### src/sv/pldr_pkg.sv
`timescale 1ns / 1ps
// Shared widths, register codes and controller/datapath interface types of the recorder.
package pldr_pkg;

   localparam int PRESSURE_W = 17;
   localparam int STEP_W     = 8;
   localparam int QUOT_W     = 16;
   localparam int ALT_W      = 16;
   localparam int COUNT_W    = 16;
   localparam int DELTA_W    = 8;
   localparam int CSR_ADDR_W = 4;
   localparam int CSR_DATA_W = 32;

   localparam logic [STEP_W-1:0]  PRESSURE_STEP_RESET     = 8'd18;
   localparam logic [STEP_W-1:0]  START_THRESHOLD_RESET   = 8'd3;
   localparam logic [COUNT_W-1:0] FAST_RECORD_COUNT_RESET = 16'd80;
   localparam logic [COUNT_W-1:0] STORE_CAPACITY_RESET    = 16'd512;

   typedef enum logic [1:0] {
      CSR_PRESSURE_STEP,
      CSR_START_THRESHOLD,
      CSR_FAST_RECORD_COUNT,
      CSR_STORE_CAPACITY
   } csr_index_type;

   typedef enum logic [1:0] {
      OP_PREV_TO_SAMPLE,
      OP_LAUNCH_TO_PREV,
      OP_LAUNCH_TO_SAMPLE
   } operand_sel_type;

   typedef struct packed {
      logic [STEP_W-1:0]  pressure_step;
      logic [STEP_W-1:0]  start_threshold;
      logic [COUNT_W-1:0] fast_record_count;
      logic [COUNT_W-1:0] store_capacity;
   } cfg_type;

   typedef struct packed {
      logic            load_sample;
      logic            set_reference;
      logic            slide_reference;
      logic            set_recording;
      logic            div_start;
      operand_sel_type div_operands;
      logic            emit;
      logic            emit_last;
   } ctrl_cmd_type;

   typedef struct packed {
      logic have_reference;
      logic recording;
      logic halted;
      logic div_done;
      logic launch_hit;
      logic out_free;
   } dp_status_type;

endpackage

### src/sv/pldr_div.sv
`timescale 1ns / 1ps
// Bit-serial signed divider: (from - to) / step, truncated toward zero, wrapped to 16 bits.
module pldr_div (
   input  logic                             clock,
   input  logic                             reset,
   input  logic                             start,
   input  logic [pldr_pkg::PRESSURE_W-1:0]  from_pressure,
   input  logic [pldr_pkg::PRESSURE_W-1:0]  to_pressure,
   input  logic [pldr_pkg::STEP_W-1:0]      divisor,
   output logic                             done,
   output logic [pldr_pkg::QUOT_W-1:0]      quotient
);
   import pldr_pkg::*;

   localparam int ITER    = PRESSURE_W;
   localparam int COUNT_B = $clog2(ITER + 1);

   logic                    busy_ff;
   logic                    done_ff;
   logic [COUNT_B-1:0]      count_ff;
   logic                    neg_ff;
   logic [PRESSURE_W-1:0]   mag_ff;
   logic [STEP_W-1:0]       rem_ff;
   logic [STEP_W-1:0]       div_ff;

   logic [PRESSURE_W:0]     diff;
   logic [PRESSURE_W:0]     diff_abs;
   logic [STEP_W:0]         rem_ext;
   logic [STEP_W:0]         rem_sub;
   logic                    fits;
   logic [QUOT_W-1:0]       mag_lo;

   assign diff     = {1'b0, from_pressure} - {1'b0, to_pressure};
   assign diff_abs = diff[PRESSURE_W] ? (~diff + 1'b1) : diff;
   assign rem_ext  = {rem_ff, mag_ff[PRESSURE_W-1]};
   assign fits     = rem_ext >= {1'b0, div_ff};
   assign rem_sub  = rem_ext - {1'b0, div_ff};
   assign mag_lo   = mag_ff[QUOT_W-1:0];

   assign done     = done_ff;
   assign quotient = neg_ff ? (~mag_lo + 1'b1) : mag_lo;

   always_ff @(posedge clock) begin
      if (reset) begin
         busy_ff  <= 1'b0;
         done_ff  <= 1'b0;
         count_ff <= '0;
      end else begin
         done_ff <= 1'b0;
         if (start) begin
            busy_ff  <= 1'b1;
            count_ff <= COUNT_B'(ITER);
         end else if (busy_ff) begin
            count_ff <= count_ff - 1'b1;
            if (count_ff == COUNT_B'(1)) begin
               busy_ff <= 1'b0;
               done_ff <= 1'b1;
            end
         end
      end
   end

   always_ff @(posedge clock) begin
      if (start) begin
         neg_ff <= diff[PRESSURE_W];
         mag_ff <= diff_abs[PRESSURE_W-1:0];
         rem_ff <= '0;
         div_ff <= (divisor == '0) ? STEP_W'(1) : divisor;
      end else if (busy_ff) begin
         mag_ff <= {mag_ff[PRESSURE_W-2:0], fits};
         rem_ff <= fits ? rem_sub[STEP_W-1:0] : rem_ext[STEP_W-1:0];
      end
   end

endmodule

### src/sv/pldr_datapath.sv
`timescale 1ns / 1ps
// Recorder datapath: sample and reference registers, divider, record arithmetic, output register.
module pldr_datapath (
   input  logic                             clock,
   input  logic                             reset,
   input  pldr_pkg::ctrl_cmd_type           cmd,
   input  pldr_pkg::cfg_type                cfg,
   input  logic [pldr_pkg::PRESSURE_W-1:0]  req_pressure,
   input  logic                             rsp_tready,
   output pldr_pkg::dp_status_type          status,
   output logic                             rsp_valid,
   output logic [pldr_pkg::DELTA_W-1:0]     rsp_delta,
   output logic                             rsp_last,
   output logic                             rsp_slow,
   output logic                             rsp_full
);
   import pldr_pkg::*;

   logic [PRESSURE_W-1:0] sample_ff;
   logic [PRESSURE_W-1:0] prev_ff;
   logic [PRESSURE_W-1:0] launch_ff;
   logic                  have_ref_ff;
   logic                  recording_ff;
   logic                  halted_ff;
   logic [ALT_W-1:0]      alt_ff;
   logic [COUNT_W-1:0]    count_ff;
   logic                  rsp_valid_ff;
   logic [DELTA_W-1:0]    rsp_delta_ff;
   logic                  rsp_last_ff;
   logic                  rsp_slow_ff;
   logic                  rsp_full_ff;

   logic [PRESSURE_W-1:0] div_from;
   logic [PRESSURE_W-1:0] div_to;
   logic                  div_done;
   logic [QUOT_W-1:0]     quotient;
   logic [ALT_W-1:0]      delta_wide;
   logic [DELTA_W-1:0]    delta;
   logic [ALT_W-1:0]      alt_in;
   logic [COUNT_W-1:0]    count_in;
   logic                  full_now;
   logic                  slow_now;

   always_comb begin
      case (cmd.div_operands)
         OP_PREV_TO_SAMPLE: begin
            div_from = prev_ff;
            div_to   = sample_ff;
         end
         OP_LAUNCH_TO_PREV: begin
            div_from = launch_ff;
            div_to   = prev_ff;
         end
         OP_LAUNCH_TO_SAMPLE: begin
            div_from = launch_ff;
            div_to   = sample_ff;
         end
         default: begin
            div_from = launch_ff;
            div_to   = sample_ff;
         end
      endcase
   end

   pldr_div u_div (
      .clock         (clock),
      .reset         (reset),
      .start         (cmd.div_start),
      .from_pressure (div_from),
      .to_pressure   (div_to),
      .divisor       (cfg.pressure_step),
      .done          (div_done),
      .quotient      (quotient)
   );

   // Record value is the 8-bit wrap of steps-from-launch minus running altitude.
   assign delta_wide = quotient - alt_ff;
   assign delta      = delta_wide[DELTA_W-1:0];
   assign alt_in     = alt_ff + {{(ALT_W-DELTA_W){delta[DELTA_W-1]}}, delta};
   assign count_in   = count_ff + 1'b1;
   assign full_now   = count_in >= cfg.store_capacity;
   assign slow_now   = count_in == cfg.fast_record_count;

   assign status.have_reference = have_ref_ff;
   assign status.recording      = recording_ff;
   assign status.halted         = halted_ff;
   assign status.div_done       = div_done;
   assign status.launch_hit     = $signed({quotient[QUOT_W-1], quotient})
                                  >= $signed({{(QUOT_W+1-STEP_W){1'b0}}, cfg.start_threshold});
   assign status.out_free       = !rsp_valid_ff || rsp_tready;

   assign rsp_valid = rsp_valid_ff;
   assign rsp_delta = rsp_delta_ff;
   assign rsp_last  = rsp_last_ff;
   assign rsp_slow  = rsp_slow_ff;
   assign rsp_full  = rsp_full_ff;

   always_ff @(posedge clock) begin
      if (reset) begin
         have_ref_ff  <= 1'b0;
         recording_ff <= 1'b0;
         halted_ff    <= 1'b0;
         alt_ff       <= '0;
         count_ff     <= '0;
         rsp_valid_ff <= 1'b0;
      end else begin
         if (cmd.set_reference) begin
            have_ref_ff <= 1'b1;
         end
         if (cmd.set_recording) begin
            recording_ff <= 1'b1;
         end
         if (cmd.emit) begin
            alt_ff   <= alt_in;
            count_ff <= count_in;
            if (full_now) begin
               halted_ff <= 1'b1;
            end
         end
         if (cmd.emit) begin
            rsp_valid_ff <= 1'b1;
         end else if (rsp_tready) begin
            rsp_valid_ff <= 1'b0;
         end
      end
   end

   always_ff @(posedge clock) begin
      if (cmd.load_sample) begin
         sample_ff <= req_pressure;
      end
      if (cmd.set_reference) begin
         prev_ff   <= sample_ff;
         launch_ff <= sample_ff;
      end else if (cmd.slide_reference) begin
         prev_ff   <= sample_ff;
         launch_ff <= prev_ff;
      end
      if (cmd.emit) begin
         rsp_delta_ff <= delta;
         rsp_last_ff  <= cmd.emit_last || full_now;
         rsp_slow_ff  <= slow_now;
         rsp_full_ff  <= full_now;
      end
   end

endmodule

### src/sv/pldr_ctrl.sv
`timescale 1ns / 1ps
// Recorder controller: sequences reference setup, launch test, divisions and record emission.
module pldr_ctrl (
   input  logic                    clock,
   input  logic                    reset,
   input  logic                    req_tvalid,
   output logic                    req_tready,
   input  pldr_pkg::dp_status_type status,
   output pldr_pkg::ctrl_cmd_type  cmd
);
   import pldr_pkg::*;

   typedef enum logic [2:0] {
      ST_IDLE,
      ST_CHECK,
      ST_DIVIDE,
      ST_EMIT,
      ST_AFTER_FIRST
   } state_type;

   typedef enum logic [1:0] {
      PH_TEST,
      PH_RECORD,
      PH_LAUNCH_FIRST,
      PH_LAUNCH_SECOND
   } phase_type;

   state_type state_ff, state_in;
   phase_type phase_ff, phase_in;

   assign req_tready = (state_ff == ST_IDLE);

   always_comb begin
      state_in = state_ff;
      phase_in = phase_ff;
      cmd      = '0;
      cmd.div_operands = OP_LAUNCH_TO_SAMPLE;
      case (state_ff)
         ST_IDLE: begin
            if (req_tvalid) begin
               cmd.load_sample = 1'b1;
               state_in        = ST_CHECK;
            end
         end
         ST_CHECK: begin
            if (status.halted) begin
               state_in = ST_IDLE;
            end else if (!status.have_reference) begin
               cmd.set_reference = 1'b1;
               state_in          = ST_IDLE;
            end else if (status.recording) begin
               cmd.div_start    = 1'b1;
               cmd.div_operands = OP_LAUNCH_TO_SAMPLE;
               phase_in         = PH_RECORD;
               state_in         = ST_DIVIDE;
            end else begin
               cmd.div_start    = 1'b1;
               cmd.div_operands = OP_PREV_TO_SAMPLE;
               phase_in         = PH_TEST;
               state_in         = ST_DIVIDE;
            end
         end
         ST_DIVIDE: begin
            if (status.div_done) begin
               if (phase_ff == PH_TEST) begin
                  if (status.launch_hit) begin
                     // Launch seen: first record is for the previous sample.
                     cmd.set_recording = 1'b1;
                     cmd.div_start     = 1'b1;
                     cmd.div_operands  = OP_LAUNCH_TO_PREV;
                     phase_in          = PH_LAUNCH_FIRST;
                  end else begin
                     cmd.slide_reference = 1'b1;
                     state_in            = ST_IDLE;
                  end
               end else begin
                  state_in = ST_EMIT;
               end
            end
         end
         ST_EMIT: begin
            if (status.out_free) begin
               cmd.emit      = 1'b1;
               cmd.emit_last = (phase_ff != PH_LAUNCH_FIRST);
               state_in      = (phase_ff == PH_LAUNCH_FIRST) ? ST_AFTER_FIRST : ST_IDLE;
            end
         end
         ST_AFTER_FIRST: begin
            if (status.halted) begin
               state_in = ST_IDLE;
            end else begin
               cmd.div_start    = 1'b1;
               cmd.div_operands = OP_LAUNCH_TO_SAMPLE;
               phase_in         = PH_LAUNCH_SECOND;
               state_in         = ST_DIVIDE;
            end
         end
         default: begin
            state_in = ST_IDLE;
         end
      endcase
   end

   always_ff @(posedge clock) begin
      if (reset) begin
         state_ff <= ST_IDLE;
         phase_ff <= PH_TEST;
      end else begin
         state_ff <= state_in;
         phase_ff <= phase_in;
      end
   end

endmodule

### src/sv/pressure_launch_delta_recorder.sv
`timescale 1ns / 1ps
// Top level of the pressure launch delta recorder: register port, controller and datapath.
//
//   Channel   Direction  Transfer condition            Contents
//   req_*     in         req_tvalid & req_tready       pressure sample in pascals
//   rsp_*     out        rsp_tvalid & rsp_tready       altitude delta record and flags
//   csr_*     in/out     psel & penable & pwrite       four configuration registers
//
// A sample either only sets the reference or meets a halted block, is tested and does not
// launch, gives one record while recording, or launches and gives two records. The controller
// takes no new sample until that work is done, and each quotient comes from the bit-serial
// divider, which runs one shift step per pressure bit and then raises its done strobe.
// Reset is synchronous and active high; it restores the register defaults and clears the
// control flags, altitude and record count. A new sample is taken while the last record still
// waits in the output register; a record that is ready while the previous one is still untaken
// holds the controller in its emit step until the result transfer frees the output register.

module pressure_launch_delta_recorder (
   input  logic                             clock,
   input  logic                             reset,
   // Sample input; tdata: [16:0] pressure, [23:17] zero
   input  logic                             req_tvalid,
   output logic                             req_tready,
   input  logic [23:0]                      req_tdata,
   // Record output; tdata: [7:0] altitude_delta
   output logic                             rsp_tvalid,
   input  logic                             rsp_tready,
   output logic [7:0]                       rsp_tdata,
   output logic                             rsp_tlast,
   // tuser: [0] slow_rate, [1] store_full
   output logic [1:0]                       rsp_tuser,
   // Configuration register port
   input  logic                             csr_psel,
   input  logic                             csr_penable,
   input  logic                             csr_pwrite,
   input  logic [pldr_pkg::CSR_ADDR_W-1:0]  csr_paddr,
   input  logic [pldr_pkg::CSR_DATA_W-1:0]  csr_pwdata,
   output logic [pldr_pkg::CSR_DATA_W-1:0]  csr_prdata,
   output logic                             csr_pready
);
   import pldr_pkg::*;

   cfg_type       cfg_ff;
   csr_index_type csr_index;
   logic          csr_write;

   ctrl_cmd_type  cmd;
   dp_status_type status;

   logic                  rsp_valid;
   logic [DELTA_W-1:0]    rsp_delta;
   logic                  rsp_last;
   logic                  rsp_slow;
   logic                  rsp_full;

   // The register port never stalls; each register sits on its own 32-bit word.
   assign csr_pready = 1'b1;
   assign csr_index  = csr_index_type'(csr_paddr[3:2]);
   assign csr_write  = csr_psel && csr_penable && csr_pwrite && csr_pready;

   always_ff @(posedge clock) begin
      if (reset) begin
         cfg_ff.pressure_step     <= PRESSURE_STEP_RESET;
         cfg_ff.start_threshold   <= START_THRESHOLD_RESET;
         cfg_ff.fast_record_count <= FAST_RECORD_COUNT_RESET;
         cfg_ff.store_capacity    <= STORE_CAPACITY_RESET;
      end else if (csr_write) begin
         case (csr_index)
            CSR_PRESSURE_STEP:     cfg_ff.pressure_step     <= csr_pwdata[STEP_W-1:0];
            CSR_START_THRESHOLD:   cfg_ff.start_threshold   <= csr_pwdata[STEP_W-1:0];
            CSR_FAST_RECORD_COUNT: cfg_ff.fast_record_count <= csr_pwdata[COUNT_W-1:0];
            CSR_STORE_CAPACITY:    cfg_ff.store_capacity    <= csr_pwdata[COUNT_W-1:0];
            default: begin
            end
         endcase
      end
   end

   // Reads return the register value, zero extended to the bus width.
   always_comb begin
      case (csr_index)
         CSR_PRESSURE_STEP:
            csr_prdata = {{(CSR_DATA_W-STEP_W){1'b0}}, cfg_ff.pressure_step};
         CSR_START_THRESHOLD:
            csr_prdata = {{(CSR_DATA_W-STEP_W){1'b0}}, cfg_ff.start_threshold};
         CSR_FAST_RECORD_COUNT:
            csr_prdata = {{(CSR_DATA_W-COUNT_W){1'b0}}, cfg_ff.fast_record_count};
         CSR_STORE_CAPACITY:
            csr_prdata = {{(CSR_DATA_W-COUNT_W){1'b0}}, cfg_ff.store_capacity};
         default:
            csr_prdata = '0;
      endcase
   end

   // The controller owns sequencing; it sees the datapath only through the status struct.
   pldr_ctrl u_ctrl (
      .clock      (clock),
      .reset      (reset),
      .req_tvalid (req_tvalid),
      .req_tready (req_tready),
      .status     (status),
      .cmd        (cmd)
   );

   // The datapath holds the references, running altitude and record count, the divider
   // and the output register that decouples record transfers from sample processing.
   pldr_datapath u_datapath (
      .clock        (clock),
      .reset        (reset),
      .cmd          (cmd),
      .cfg          (cfg_ff),
      .req_pressure (req_tdata[PRESSURE_W-1:0]),
      .rsp_tready   (rsp_tready),
      .status       (status),
      .rsp_valid    (rsp_valid),
      .rsp_delta    (rsp_delta),
      .rsp_last     (rsp_last),
      .rsp_slow     (rsp_slow),
      .rsp_full     (rsp_full)
   );

   assign rsp_tvalid = rsp_valid;
   assign rsp_tdata  = rsp_delta;
   assign rsp_tlast  = rsp_last;
   assign rsp_tuser  = {rsp_full, rsp_slow};

`ifndef SYNTHESIS
   // A record that fills the store always ends the run of its sample.
   a_full_is_last: assert property (@(posedge clock) disable iff (reset)
      (rsp_tvalid && rsp_tuser[1]) |-> rsp_tlast)
      else $error("store_full record without last_of_run");

   // Once the store is full the block stays halted until reset.
   a_halt_sticks: assert property (@(posedge clock) disable iff (reset)
      status.halted |=> status.halted)
      else $error("halted state dropped without reset");

   // A record is only loaded when the output register is free or being drained.
   a_emit_free: assert property (@(posedge clock) disable iff (reset)
      cmd.emit |-> status.out_free)
      else $error("record emitted over an untaken record");

   // No record is produced once the block has halted.
   a_no_emit_halted: assert property (@(posedge clock) disable iff (reset)
      status.halted |-> !cmd.emit)
      else $error("record emitted while halted");
`endif

endmodule
### config.mk
export PLATFORM = sky130hd
export DESIGN_NAME = pressure_launch_delta_recorder
export DESIGN_NICKNAME = d
export VERILOG_FILES = /design/src/sv/pldr_pkg.sv /design/src/sv/pldr_div.sv /design/src/sv/pldr_datapath.sv /design/src/sv/pldr_ctrl.sv /design/src/sv/pressure_launch_delta_recorder.sv
export SDC_FILE = /design/constraint.sdc
export NUM_CORES = 1
export LEC_CHECK = 0
export ABC_AREA = 0
export ABC_CLOCK_PERIOD_IN_PS = 5400
export BUFFER_PORTS_ARGS = -buffer_cell sky130_fd_sc_hd__buf_2
export CAP_MARGIN = 20
export CORE_ASPECT_RATIO = 0.5
export CORE_MARGIN = 4
export CORE_UTILIZATION = 54
export DETAILED_ROUTE_END_ITERATION = 16
export PLACE_DENSITY = 0.75
export SYNTH_ARGS = -nofsm -noshare
export SYNTH_HDL_FRONTEND = slang
export SYNTH_SLANG_ARGS = --single-unit
### constraint.sdc
create_clock -name clock -period 5.4 [get_ports clock]
set_input_delay 1.08 -clock clock [delete_from_list [all_inputs] [get_ports clock]]
set_output_delay 1.08 -clock clock [all_outputs]
set_load 0.01 [all_outputs]
==> impl_results.md <==
- Unrepaired setup endpoints after global routing: true
- Router iterations before antenna repair: 5
- Initial antenna violation count: 0
- Clk sinks: 184
- Post-DR wirelength/cell: 16.1 um
- Worst Path Arrival: 5900 ps
- CP max stage cell: or3_4
- Syn Std Cell Area: 11200 sq um
- Starting Density: 56.4%
- Async SR Flop Fraction: 0%
- Pleak: 5.54 nW
- Worst slew pin tran: 941 ps
- Synth warnings: 0
- Port bufs: 70
- Detailed Route WL: 25300 um
- Via/cell ratio: 5.62
- Io pins: 113
- Vias in the first global route: 8666
- Global-route usage over all layers: 22.3%
- Fillers: 1544
- Seq/Total Area, Yosys: 40.7%
- Avg Cell Area, Syn: 9.74 sq um
- Critical Path Max Stage Delay: 430 ps
- Top delay family on crit path: compound AO/OA/AOI/OAI gates
- Period utilization: 106%
- CTS tree: yes
- Die extent in x: 212 um
- Max-Cap Viols: 0
- Total core area: 19900 sq um
- GR Overflow Total: 0
- Clock Pin Slew Worst Setup and Hold Paths: 70 ps
- Post-layout util: 66.7%
- Layout Nets: 1432
- Most used cell, CP: ha_4
- Hold Buf Count CTS: 0
- Met2 wire len: 12100 um
- Class of the tightest hold or removal check: reg -> reg
- Critical path class: reg -> reg
- Starting DRC count in detailed routing: 641
- Final Skew: 12.6 ps
- H-tree levels: 4
- Share of cells above drive strength 1: 24.8%
- Rows: 36
- DR DRC count: 0
- Fmax: 175 MHz
- Synthesized netlist cell count: 1152
- Total power: 3.66 mW
- EDFF count, synth: 88
- Setup WS post-layout: -302 ps
- PD cells: 275 nW/um^2
- Clk_lat worst skew: 450 ps
- Finished Cell Area: 13300 sq um
- CP Launch Type: flop
- Flops & latches, synth: 184
- Vert. Die Dim: 110 um
- Final hold vios: 0
- # diodes: 0
- WP data required: 5600 ps
- Layout area overhead: 18.4%
- Hold_ws: 457 ps
- ANT nets after route: 0
- Maximum VDD drop: 0.200 mV
- Outcome: finished, violations left
- Crit. End Element: flop
- Minimum clock period: 5700 ps
- Pins over their slew limit: 0
- Placed cell count: 1514
- Via count: 8846
- Crit path buf inv count: 2
- Most frequent cells in the layout: 127 x nand2_1, 104 x buf_4, 96 x dfxtp_1
- Commonest non-fill, non-tap cell in the layout: nand2_1
- CTS max path bufs: 2
- Hpwl dp: 17500 um
- Failing checks: negative setup slack
- Root Buffer: clkbuf_16
- Cell variety after synth: 80
- Gpl congestion: 0.858
- Primary FF master, synth: dfxtp_1
- Final setup fails: 16
- Worst relative slew slack: 37.3%
- Uppermost layer routed: met4
- First-pass GRT wire length: 41600 um
- Post-route insts no fill: 1573
- WL met1: 11500 um
- Pin count of the biggest net entering global routing: 83
- Total CTS buffers: 17
- CP Max Fanout: 7
- Met3 wire length: 1150 um
- Placed inst area: 12300 sq um
- DIE AREA: 23300 sq um
[worst reg2reg max path: stages, from the launching register on]
cell and delay (ps):
edfxtp_1 420, inv_2 100, ha_4 150, nand2b_4 60, o41ai_4 270, xnor2_2 170, ha_1 270, a21o_1 170
a221oi_2 240, o2111a_1 230, o2111ai_2 110, or3_4 430, nand3_4 160, mux2_4 340, ha_4 170, fa_2 380
nor2b_4 150, o31a_1 200, o211ai_1 140, a311oi_2 270, buf_4 170, o311ai_4 120, nor3_2 250, a41oi_2 150
xnor2_1 230, a21oi_1 90
[logic make-up (layout without fill, tap and decap cells)]
kind of cell    after synthesis  after routing  share of synthesized area, %
xor+xnor                     94             94                          7.53
simple gates                356            356                          15.5
fa+ha+maj                    71             71                          8.18
compound gates              221            222                          13.1
flops                       184            184                          40.7
mux                          90             90                          9.39
buf+inv                     134            273                          5.56
other cells                   2             17                        0.0669
[sequential cells by signal, summed over array words and instances (netlist names), 16 cells and up]
name                     cells
cfg_ff                      48
u_datapath.count_ff         16
u_datapath.launch_ff        17
u_datapath.prev_ff          17
u_datapath.sample_ff        17
u_datapath.u_div.mag_ff     17
[report_power, final]
part | total [mW] | switching, mW | internal, mW
logic | 0.843 | 0.446 | 0.397
registers | 1.59 | 0.0555 | 1.54
clock network | 1.22 | 0.598 | 0.622
total | 3.66 | 1.10 | 2.56
[Yosys cell counts (20+ instances only)]
cell type	number	area [sq um]
a21o_1	27	203
a21oi_1	95	475
nor2b_1	23	144
clkbuf_1	36	135
ha_1	67	838
nand3_1	24	120
edfxtp_1	88	2640
xnor2_1	44	385
mux2i_1	46	460
dfxtp_1	96	1920
buf_4	20	150
xor2_1	48	420
nor2_1	79	297
mux2_2	34	383
nand2_1	127	477
inv_1	61	229
o21ai_0	22	110
[per-layer routing]
metal,up-vias,track usage [%]
li1,4333,-
met1,4250,28.8
met2,223,37.4
met3,40,4.82
met4,0,7.95
met5,-,0
[stage by stage]
step	worst slack (ps)	setup TNS [ps]
global route	-618	-6880
global placement	-294	-3160
detailed placement	-328	-3770
CTS	-127	-485
floorplan	-61.1	-91.0
finish	-302	-2150
[worst paths after layout]
kind                              startpoint                          end  slack [ps]  depth (start not counted)
hold reg to reg      u_datapath.recording_ff      u_datapath.recording_ff         460                          2
setup reg to reg  u_datapath.u_div.mag_ff[1]  u_datapath.u_div.mag_ff[16]        -300                         25
hold / removal       u_datapath.recording_ff      u_datapath.recording_ff         460                          2
setup / recovery  u_datapath.u_div.mag_ff[1]  u_datapath.u_div.mag_ff[16]        -300                         25
[what timing repair did]
action	4_1_cts	5_1_grt
pin swaps	13	22
resized for setup	26	25
endpoints found under the setup margin	16	17
gates cloned	1	0
setup buffers	15	11
[area by class of cell]
type | count | area, sq um | share of cell area (%)
multi-input combinational | 850 | 6390 | 48.1
inverter | 62 | 233 | 1.75
clock buffer | 18 | 439 | 3.30
timing repair buffer | 179 | 1200 | 9.00
clock inverter | 14 | 131 | 0.989
tap | 266 | 333 | 2.50
sequential | 184 | 4560 | 34.3
Note: power is estimated with default switching activity, not from simulation.
